--- config.mk ---
export PLATFORM = sky130hd
export DESIGN_NAME = rgb_to_hsv_converter
export DESIGN_NICKNAME = d
export VERILOG_FILES = /design/src/hdl/rgbhsv_pkg.sv /design/src/hdl/rgbhsv_front.sv /design/src/hdl/rgbhsv_div_stage.sv /design/src/hdl/rgbhsv_back.sv /design/src/hdl/rgb_to_hsv_converter.sv
export SDC_FILE = /design/constraint.sdc
export NUM_CORES = 1
export LEC_CHECK = 0
export BUFFER_PORTS_ARGS = -buffer_cell sky130_fd_sc_hd__buf_4
export CAP_MARGIN = 20
export CORE_ASPECT_RATIO = 0.8
export CORE_UTILIZATION = 40
export DETAILED_ROUTE_END_ITERATION = 8
export SYNTH_ARGS = -nofsm -noshare
export SYNTH_HDL_FRONTEND = slang
export SYNTH_HIERARCHICAL = 1
export SYNTH_SLANG_ARGS = --single-unit
--- constraint.sdc ---
create_clock -name clk -period 7.8 [get_ports clk]
set_input_delay 1.17 -clock clk [delete_from_list [all_inputs] [get_ports clk]]
set_output_delay 1.17 -clock clk [all_outputs]
set_load 0.02 [all_outputs]
--- src/hdl/rgbhsv_pkg.sv ---
// ============================================================================
// rgbhsv_pkg - shared types and constants for the RGB to HSV converter
// Holds the pipeline payload, the sector codes and the hue scale constants.
// ============================================================================
package rgbhsv_pkg;

    // Hue scale: 1/64 degree units
    localparam logic [14:0] HUE_FULL_TURN  = 15'd23040;
    localparam logic [14:0] HUE_TWO_THIRDS = 15'd15360;
    localparam logic [14:0] HUE_ONE_THIRD  = 15'd7680;
    localparam logic [11:0] HUE_SIXTH      = 12'd3840;
    localparam logic [7:0]  SAT_SCALE      = 8'd255;

    // Divider layout
    localparam int DIV_STAGES = 4;
    localparam int HUE_Q_W    = 12;
    localparam int SAT_Q_W    = 8;
    localparam int HUE_STEPS  = HUE_Q_W / DIV_STAGES;
    localparam int SAT_STEPS  = SAT_Q_W / DIV_STAGES;

    // Sector codes: {red/green swap, green/blue swap}
    localparam logic [1:0] SEC_NONE = 2'b00;
    localparam logic [1:0] SEC_GB   = 2'b01;
    localparam logic [1:0] SEC_RG   = 2'b10;
    localparam logic [1:0] SEC_BOTH = 2'b11;

    // Payload carried down the pipeline
    typedef struct packed {
        logic [7:0]         chroma;
        logic [7:0]         vmax;
        logic [7:0]         alpha;
        logic [1:0]         sector;
        logic               sub;
        logic [7:0]         h_rem;
        logic [HUE_Q_W-1:0] h_work;
        logic [7:0]         s_rem;
        logic [SAT_Q_W-1:0] s_work;
    } pix_t;

    // Hue base angle of a sector
    function automatic logic [14:0] hue_base(input logic [1:0] sector);
        logic [14:0] base;
        base = '0;
        unique case (sector)
            SEC_NONE: base = '0;
            SEC_GB:   base = HUE_FULL_TURN;
            SEC_RG:   base = HUE_ONE_THIRD;
            SEC_BOTH: base = HUE_TWO_THIRDS;
            default:  base = '0;
        endcase
        return base;
    endfunction

endpackage

--- src/hdl/rgbhsv_front.sv ---
// ============================================================================
// rgbhsv_front - sort stage
// Swaps channels to find the maximum and sector, forms chroma and the
// dividends for the hue and saturation dividers.
// ============================================================================
module rgbhsv_front (
    input  logic               clk,
    input  logic               rst_n,
    input  logic               pixel_valid,
    output logic               pixel_stall,
    input  logic [7:0]         red,
    input  logic [7:0]         green,
    input  logic [7:0]         blue,
    input  logic [7:0]         alpha,
    output logic               down_valid,
    output rgbhsv_pkg::pix_t   down_data,
    input  logic               down_stall
);

    logic             valid_reg;
    logic             valid_next;
    logic             load;
    rgbhsv_pkg::pix_t data_reg;
    rgbhsv_pkg::pix_t data_next;

    logic             swap_gb;
    logic             swap_rg;
    logic [7:0]       g1;
    logic [7:0]       b1;
    logic [7:0]       r2;
    logic [7:0]       g2;
    logic [7:0]       lo;
    logic [7:0]       chroma;
    logic [8:0]       diff;
    logic             d_neg;
    logic [7:0]       d_abs;
    logic [19:0]      num_h;
    logic [15:0]      num_s;

    // Swap network and sector
    always_comb
    begin
        swap_gb = (green < blue);
        g1      = swap_gb ? blue : green;
        b1      = swap_gb ? green : blue;
        swap_rg = (red < g1);
        r2      = swap_rg ? g1 : red;
        g2      = swap_rg ? red : g1;
        lo      = (g2 < b1) ? g2 : b1;
        chroma  = r2 - lo;
        diff    = {1'b0, g2} - {1'b0, b1};
        d_neg   = diff[8];
        d_abs   = d_neg ? 8'(-diff) : diff[7:0];
        num_h   = 20'(d_abs) * 20'(rgbhsv_pkg::HUE_SIXTH);
        num_s   = 16'(chroma) * 16'(rgbhsv_pkg::SAT_SCALE);
    end

    // Beat payload for the dividers
    always_comb
    begin
        data_next.chroma = chroma;
        data_next.vmax   = r2;
        data_next.alpha  = alpha;
        data_next.sector = {swap_rg, swap_gb};
        case ({swap_rg, swap_gb})
            rgbhsv_pkg::SEC_GB:   data_next.sub = 1'b1;
            rgbhsv_pkg::SEC_RG:   data_next.sub = !d_neg;
            rgbhsv_pkg::SEC_BOTH: data_next.sub = d_neg;
            default:              data_next.sub = 1'b0;
        endcase
        data_next.h_rem  = num_h[19:12];
        data_next.h_work = num_h[11:0];
        data_next.s_rem  = num_s[15:8];
        data_next.s_work = num_s[7:0];
    end

    // Stage handshake
    assign load        = !valid_reg || !down_stall;
    assign pixel_stall = !load;
    assign valid_next  = load ? pixel_valid : valid_reg;

    always_ff @(posedge clk or negedge rst_n)
    begin
        if (!rst_n)
        begin
            valid_reg <= 1'b0;
        end
        else
        begin
            valid_reg <= valid_next;
        end
    end

    always_ff @(posedge clk)
    begin
        if (load && pixel_valid)
        begin
            data_reg <= data_next;
        end
    end

    assign down_valid = valid_reg;
    assign down_data  = data_reg;

endmodule

--- src/hdl/rgbhsv_div_stage.sv ---
// ============================================================================
// rgbhsv_div_stage - one slice of the restoring dividers
// Retires three hue quotient bits and two saturation quotient bits.
// ============================================================================
module rgbhsv_div_stage (
    input  logic             clk,
    input  logic             rst_n,
    input  logic             up_valid,
    output logic             up_stall,
    input  rgbhsv_pkg::pix_t up_data,
    output logic             down_valid,
    output rgbhsv_pkg::pix_t down_data,
    input  logic             down_stall
);

    logic             valid_reg;
    logic             valid_next;
    logic             load;
    rgbhsv_pkg::pix_t data_reg;
    rgbhsv_pkg::pix_t data_next;

    // Shift-subtract steps, hue by chroma and saturation by max
    always_comb
    begin
        logic [7:0]                    rem_h;
        logic [rgbhsv_pkg::HUE_Q_W-1:0] work_h;
        logic [8:0]                    t_h;
        logic [8:0]                    d_h;
        logic [7:0]                    rem_s;
        logic [rgbhsv_pkg::SAT_Q_W-1:0] work_s;
        logic [8:0]                    t_s;
        logic [8:0]                    d_s;
        logic                          qb;

        rem_h  = up_data.h_rem;
        work_h = up_data.h_work;
        rem_s  = up_data.s_rem;
        work_s = up_data.s_work;
        for (int i = 0; i < rgbhsv_pkg::HUE_STEPS; i++)
        begin
            t_h    = {rem_h, work_h[rgbhsv_pkg::HUE_Q_W-1]};
            d_h    = t_h - {1'b0, up_data.chroma};
            qb     = (t_h >= {1'b0, up_data.chroma});
            rem_h  = qb ? d_h[7:0] : t_h[7:0];
            work_h = {work_h[rgbhsv_pkg::HUE_Q_W-2:0], qb};
        end
        for (int j = 0; j < rgbhsv_pkg::SAT_STEPS; j++)
        begin
            t_s    = {rem_s, work_s[rgbhsv_pkg::SAT_Q_W-1]};
            d_s    = t_s - {1'b0, up_data.vmax};
            qb     = (t_s >= {1'b0, up_data.vmax});
            rem_s  = qb ? d_s[7:0] : t_s[7:0];
            work_s = {work_s[rgbhsv_pkg::SAT_Q_W-2:0], qb};
        end
        data_next        = up_data;
        data_next.h_rem  = rem_h;
        data_next.h_work = work_h;
        data_next.s_rem  = rem_s;
        data_next.s_work = work_s;
    end

    // Stage handshake
    assign load       = !valid_reg || !down_stall;
    assign up_stall   = !load;
    assign valid_next = load ? up_valid : valid_reg;

    always_ff @(posedge clk or negedge rst_n)
    begin
        if (!rst_n)
        begin
            valid_reg <= 1'b0;
        end
        else
        begin
            valid_reg <= valid_next;
        end
    end

    always_ff @(posedge clk)
    begin
        if (load && up_valid)
        begin
            data_reg <= data_next;
        end
    end

    assign down_valid = valid_reg;
    assign down_data  = data_reg;

endmodule

--- src/hdl/rgbhsv_back.sv ---
// ============================================================================
// rgbhsv_back - hue assembly and output register
// Combines sector base and quotient into the hue, applies the zero cases.
// ============================================================================
module rgbhsv_back (
    input  logic             clk,
    input  logic             rst_n,
    input  logic             up_valid,
    output logic             up_stall,
    input  rgbhsv_pkg::pix_t up_data,
    output logic             hsv_valid,
    input  logic             hsv_stall,
    output logic [14:0]      hue,
    output logic [7:0]       saturation,
    output logic [7:0]       brightness,
    output logic [7:0]       alpha_out
);

    logic        valid_reg;
    logic        valid_next;
    logic        load;
    logic [14:0] hue_reg;
    logic [14:0] hue_next;
    logic [7:0]  sat_reg;
    logic [7:0]  sat_next;
    logic [7:0]  val_reg;
    logic [7:0]  alpha_reg;

    logic [14:0] base;
    logic [14:0] up_sum;
    logic [14:0] down_diff;
    logic        rem_nz;

    // Hue from sector base plus or minus the scaled channel difference
    always_comb
    begin
        base      = rgbhsv_pkg::hue_base(up_data.sector);
        rem_nz    = (up_data.h_rem != 8'd0);
        up_sum    = base + 15'(up_data.h_work);
        down_diff = base - 15'(up_data.h_work) - 15'(rem_nz);
        if (up_data.chroma == 8'd0)
        begin
            hue_next = '0;
        end
        else if (up_data.sub)
        begin
            hue_next = (down_diff == rgbhsv_pkg::HUE_FULL_TURN) ? 15'd0 : down_diff;
        end
        else
        begin
            hue_next = up_sum;
        end
        sat_next = (up_data.vmax == 8'd0) ? 8'd0 : up_data.s_work;
    end

    // Output handshake
    assign load       = !valid_reg || !hsv_stall;
    assign up_stall   = !load;
    assign valid_next = load ? up_valid : valid_reg;

    always_ff @(posedge clk or negedge rst_n)
    begin
        if (!rst_n)
        begin
            valid_reg <= 1'b0;
        end
        else
        begin
            valid_reg <= valid_next;
        end
    end

    always_ff @(posedge clk)
    begin
        if (load && up_valid)
        begin
            hue_reg   <= hue_next;
            sat_reg   <= sat_next;
            val_reg   <= up_data.vmax;
            alpha_reg <= up_data.alpha;
        end
    end

    assign hsv_valid  = valid_reg;
    assign hue        = hue_reg;
    assign saturation = sat_reg;
    assign brightness = val_reg;
    assign alpha_out  = alpha_reg;

endmodule

--- src/hdl/rgb_to_hsv_converter.sv ---
// ============================================================================
// rgb_to_hsv_converter - pipelined RGBA to HSV pixel converter
// Swap-based hue sector search and pipelined restoring dividers.
// ============================================================================
// Usage:
//   Pixel channel: pixel_valid/pixel_stall with red, green, blue, alpha.
//   A beat is taken on a clock edge with pixel_valid high and pixel_stall low.
//   HSV channel: hsv_valid/hsv_stall with hue (1/64 degree), saturation,
//   brightness and alpha_out (alpha copied through).
//   The pipeline has one sort stage, four divider stages, each retiring
//   three hue and two saturation quotient bits, and the output register.
//   Throughput is one pixel per clock while hsv_stall is low; the divider stages set the depth.
//   Each stage holds a valid bit, so bubbles close up: while hsv_stall is
//   high, the pipeline keeps taking pixels until every stage is full, then
//   raises pixel_stall. A stalled output beat holds steady.
//   Reset (rst_n low, asynchronous) clears all valid bits; no pixels are
//   in flight afterwards and the block accepts input at once.
// ============================================================================
module rgb_to_hsv_converter (
    input  logic        clk,
    input  logic        rst_n,
    input  logic        pixel_valid,
    output logic        pixel_stall,
    input  logic [7:0]  red,
    input  logic [7:0]  green,
    input  logic [7:0]  blue,
    input  logic [7:0]  alpha,
    output logic        hsv_valid,
    input  logic        hsv_stall,
    output logic [14:0] hue,
    output logic [7:0]  saturation,
    output logic [7:0]  brightness,
    output logic [7:0]  alpha_out
);

    logic [rgbhsv_pkg::DIV_STAGES:0] st_valid;
    logic [rgbhsv_pkg::DIV_STAGES:0] st_stall;
    rgbhsv_pkg::pix_t                st_data [rgbhsv_pkg::DIV_STAGES+1];

    // Sort stage
    rgbhsv_front u_front (
        .clk         (clk),
        .rst_n       (rst_n),
        .pixel_valid (pixel_valid),
        .pixel_stall (pixel_stall),
        .red         (red),
        .green       (green),
        .blue        (blue),
        .alpha       (alpha),
        .down_valid  (st_valid[0]),
        .down_data   (st_data[0]),
        .down_stall  (st_stall[0])
    );

    // Divider stages
    for (genvar k = 0; k < rgbhsv_pkg::DIV_STAGES; k++)
    begin : g_div
        rgbhsv_div_stage u_div (
            .clk        (clk),
            .rst_n      (rst_n),
            .up_valid   (st_valid[k]),
            .up_stall   (st_stall[k]),
            .up_data    (st_data[k]),
            .down_valid (st_valid[k+1]),
            .down_data  (st_data[k+1]),
            .down_stall (st_stall[k+1])
        );
    end

    // Hue assembly and output register
    rgbhsv_back u_back (
        .clk        (clk),
        .rst_n      (rst_n),
        .up_valid   (st_valid[rgbhsv_pkg::DIV_STAGES]),
        .up_stall   (st_stall[rgbhsv_pkg::DIV_STAGES]),
        .up_data    (st_data[rgbhsv_pkg::DIV_STAGES]),
        .hsv_valid  (hsv_valid),
        .hsv_stall  (hsv_stall),
        .hue        (hue),
        .saturation (saturation),
        .brightness (brightness),
        .alpha_out  (alpha_out)
    );

endmodule

Word-level counts from Yosys, hierarchy flattened. Index checks and enable logic that the tools add are counted.

Logic and storage cells: 168. Output and inout bits: 41. Bits in registers: 327. Input bits: 36.

Reduce and logical (&&, ||, !) cells: 25. $lt $le $gt $ge: 23. Equality and inequality tests: 7. Multiply operators: 2. Multiplexer cells: 29. Add/sub/neg operators: 25.

Operator list (count): $mux 8 (25); $ge 9x8->1 (20); $sub 8x8->8 (20); $pmux 15 s4 (1); $mux 15 (2); $lt 8x8->1 (3); $logic_not 8->1 (2); $mul 8x8->16 const B (1); $add 15x12->15 (1); $eq 15x15->1 const B (1); $sub 15x1->15 (1); $sub 15x12->15 (1); $mul 8x4->12 const B (1); $logic_not 1->1 (9); $sub 8x8->9 (1); $eq 2x2->1 const B (4); $neg 8->8 (1); $reduce_bool 8->1 (1); $logic_and 1x1->1 (6); $logic_or 1x1->1 (6); $eq 2x1->1 const B (2); $pmux 1 s3 (1); $logic_not 2->1 (1).

Depth between registers and ports, before layout.
Depth in word-level cells: 8. Mapped depth: 49. Gate-level depth less buffers: 46.

By module. The synthesis kept the hierarchy.

Modules (own cells, without submodules): rgbhsv_div_stage (g_div[0].u_div ...) (cells each 337, instances 3, seq. area each 1916.8 um^2, area an instance 4026.4 um^2); rgbhsv_front (cells each 596, instances 1, seq. area each 1646.6 um^2, area an instance 5954.5 um^2); rgbhsv_div_stage (g_div[1].u_div) (cells each 342, instances 1, seq. area each 1916.8 um^2, area an instance 4067.7 um^2); rgbhsv_back (cells each 255, instances 1, seq. area each 1196.1 um^2, area an instance 2678.8 um^2).

Least setup slack after synthesis. Ideal clock, no wire load.

Path type: in2reg. From: input blue[6]. To: register u_front.data_reg (netlist bit u_front/down_data[15]), data pin. Path slack: -3396 ps. Arrival time: 10938 ps. Buffers on the path: 3. Setup time: 258 ps. Cell stages on the path: 46. Data required time: 7542 ps. Path through: inv_1 ha_1 and3_1 and3_4 a21oi_4 nand2_1 buf_4 buf_2 o21ai_0 inv_1 ha_1 nand3_1 nor2_1 o21a_1 and4_1 a31oi_2 o21ai_4 mux2_2 [10 not listed] nor2b_1 o21ai_0 a21o_1 a31oi_1 a21boi_0 a211oi_1 ha_1 inv_1 fa_1 fa_1 fa_1 inv_1 ha_1 a21o_1 a31o_2 and4_1 o31a_1 xnor2_1.

RTL lines: start: declaration (line rgb_to_hsv_converter.sv:26) `input logic [7:0] blue,`; end signal: assignment (line rgbhsv_front.sv:98) `data_reg <= data_next;`; end: declaration (line rgbhsv_front.sv:23) `rgbhsv_pkg::pix_t data_reg;`.

==> reports/metrics.csv <==
metric,value,unit
worst setup path class,in -> reg,
routed via count,16860,
residual antenna-violating net count after detailed routing,0,
count of hold-fix buffers inserted at cts,0,
kind of end point of the critical path,flop,
Fin. Hold Viols,0,
worst rel slew slack,36.24,%
"Period Utilization, post-route",121.2,%
transition time of the tightest slew-check pin,0.9528,ns
number of antenna violations at the first check in global routing,0,
wire length of the first global-routing pass,86.25,mm
number of antenna repair diodes,0,
r2r setup slk,0.92,ns
total number of cells along the worst setup path,46,
width of the die,277.8,um
Worst Path Buf+Inv,7,
startpoint of the most critical setup path,blue[4],
count of boundary I/O pins,77,
standard cell with the maximum stage delay on the critical path,sky130_fd_sc_hd__or4b_4,
placeable core region,59860,um^2
cell count after synthesis,2174,
Worst Setup EP,u_front/down_data[15],
total of max-cap violations,0,
time the worst path needs with I/O delays and setup,9.451,ns
critical path required time,8.10,ns
number of buffers between clock root and the deepest sink,3,
share of final-layout standard cells stronger than drive strength 1,27.93,%
Sink Count,343,
placed wire-length estimate,41.03,mm
DR iter-0 viols,985,
GR Overflow Total,0,
Synth Area per Inst,11.20,um^2
Register-to-Register Path Depth,23,
number of H-tree levels,2,
max-slew violation count,0,
number of flip-flops in the largest register,244,
total die area,61860,um^2
number of placed instances with taps included,3221,
count of buffers from port buffering,76,
"non-filler cells, final",3328,
number of nets at the end of the flow,2884,
drt pass-1 iters,5,
Reg-to-Reg End,g_div[0].u_div/down_data[34],
clk_lat worst skew,0.56,ns
routed length per placed instance,15.69,um
synth-to-layout area growth,23.12,%
GRT Total Usage,17.04,%
unrepaired setup endpoints after global routing,true,
CP startpoint kind,input pin,
number of cell rows,80,
wire length reported by the detailed router,52.20,mm
cell area after synthesis,24340,um^2
effective utilization at floorplan,40.67,%
vias per cell,5.066,
origin of the worst min-delay path,g_div[0].u_div/down_data[46],
cell class contributing the biggest share of worst-path delay,adder cells,
clock edge transition at the registers on the reported setup and hold paths,0.06,ns
Hold WC Path Type,reg -> reg,
violated checks,negative setup slack,
DRC violation count after routing,0,
clock root buffer,sky130_fd_sc_hd__clkbuf_16,
clock buffers created by TritonCTS,38,
Routability Congestion,0.8735,
via count of the first global-routing pass,17380,
most used cells in the layout excluding fill and tap cells,"sky130_fd_sc_hd__edfxtp_1, sky130_fd_sc_hd__buf_4, sky130_fd_sc_hd__ha_1",
maximum number of pins on one net before global-route repair,56,
worst clock skew,0.01854,ns
most common library cell in the layout ignoring fill and taps,sky130_fd_sc_hd__edfxtp_1,
TritonCTS clock tree,yes,
maximum achievable frequency,105.8,MHz
Yosys Warn Count,6,
maximum fanout along the worst path,5,
Chip Height,222.7,um
Finish-stage setup viols,17,
final setup slack of the worst path,-1.651,ns
slowest cell delay on critical path,0.55,ns
result of the run,"complete, but fails checks",
reg2reg start,u_front/down_data[55],
CP arrival,9.75,ns
layout make-up:
cell class,instances,area (um^2)
clock buffer,49,1023
clock inverter,20,262.8
fill,5306,29890
inverter,263,1010
multi-input combinational,1547,13870
sequential,343,10270
tap,779,974.7
timing repair buffer,327,2559
what timing repair did:
item / CTS / global route
pin swaps: 40 / 47
resized for setup: 78 / 77
setup buffers: 25 / 13
setup endpoints to repair: 20 / 21
how the worst min path moves through the flow:
stage | end | depth (start not counted) | slack [ns]
after floorplan | g_div[0].u_div/down_data[27] | 0 | 0.40
after global placement | g_div[3].u_div/down_data[39] | 0 | 0.40
after detailed placement | g_div[0].u_div/down_data[38] | 0 | 0.40
after CTS | g_div[0].u_div/down_valid | 1 | 0.39
after global routing | u_front/down_valid | 1 | 0.40
final | g_div[1].u_div/down_data[46] | 0 | 0.41
routing by layer:
metal / GRT usage, % / share of wire (%)
met5: 0 / 0
met4: 4.830 / 2.1
met3: 1.998 / 3.6
met2: 28.76 / 47
met1: 23.02 / 48
through the flow:
stage	setup TNS, ns	hold slack (ns)	setup slack, ns	area (um^2)	utilization, %
3_3_place_gp	-30.25	0.4003	-2.432	27650	46.19
3_5_place_dp	-34.07	0.4045	-2.626	27650	46.19
4_1_cts	-13.23	0.3914	-1.645	29470	49.23
6_report	-13.93	0.4114	-1.651	29970	50.07
5_1_grt	-20.64	0.4012	-2.031	29970	50.07
2_1_floorplan	-23.86	0.4003	-2.408	24660	-
worst reg2reg max path, cell delays in order, from the launching register on:
cell and delay [ns]:
sky130_fd_sc_hd__edfxtp_1 0.51, sky130_fd_sc_hd__ha_1 0.34, sky130_fd_sc_hd__nand2b_1 0.15, sky130_fd_sc_hd__a2111oi_0 0.54
sky130_fd_sc_hd__o31ai_1 0.14, sky130_fd_sc_hd__buf_4 0.22, sky130_fd_sc_hd__o21ai_0 0.38, sky130_fd_sc_hd__inv_1 0.09
sky130_fd_sc_hd__ha_1 0.31, sky130_fd_sc_hd__a21o_1 0.21, sky130_fd_sc_hd__nand3_1 0.08, sky130_fd_sc_hd__a21oi_1 0.10
sky130_fd_sc_hd__o211ai_1 0.41, sky130_fd_sc_hd__nand2_1 0.34, sky130_fd_sc_hd__mux2i_1 0.43, sky130_fd_sc_hd__ha_1 0.33
sky130_fd_sc_hd__nor2b_1 0.15, sky130_fd_sc_hd__o2111ai_1 0.25, sky130_fd_sc_hd__a21boi_0 0.16, sky130_fd_sc_hd__o21ai_0 0.19
sky130_fd_sc_hd__nand2b_1 0.11, sky130_fd_sc_hd__o21a_1 0.22, sky130_fd_sc_hd__a311oi_4 0.57, sky130_fd_sc_hd__mux2_2 0.41
Power is not shown: default switching activity piles up to over one toggle a cycle in this logic, so the estimate is an artifact.
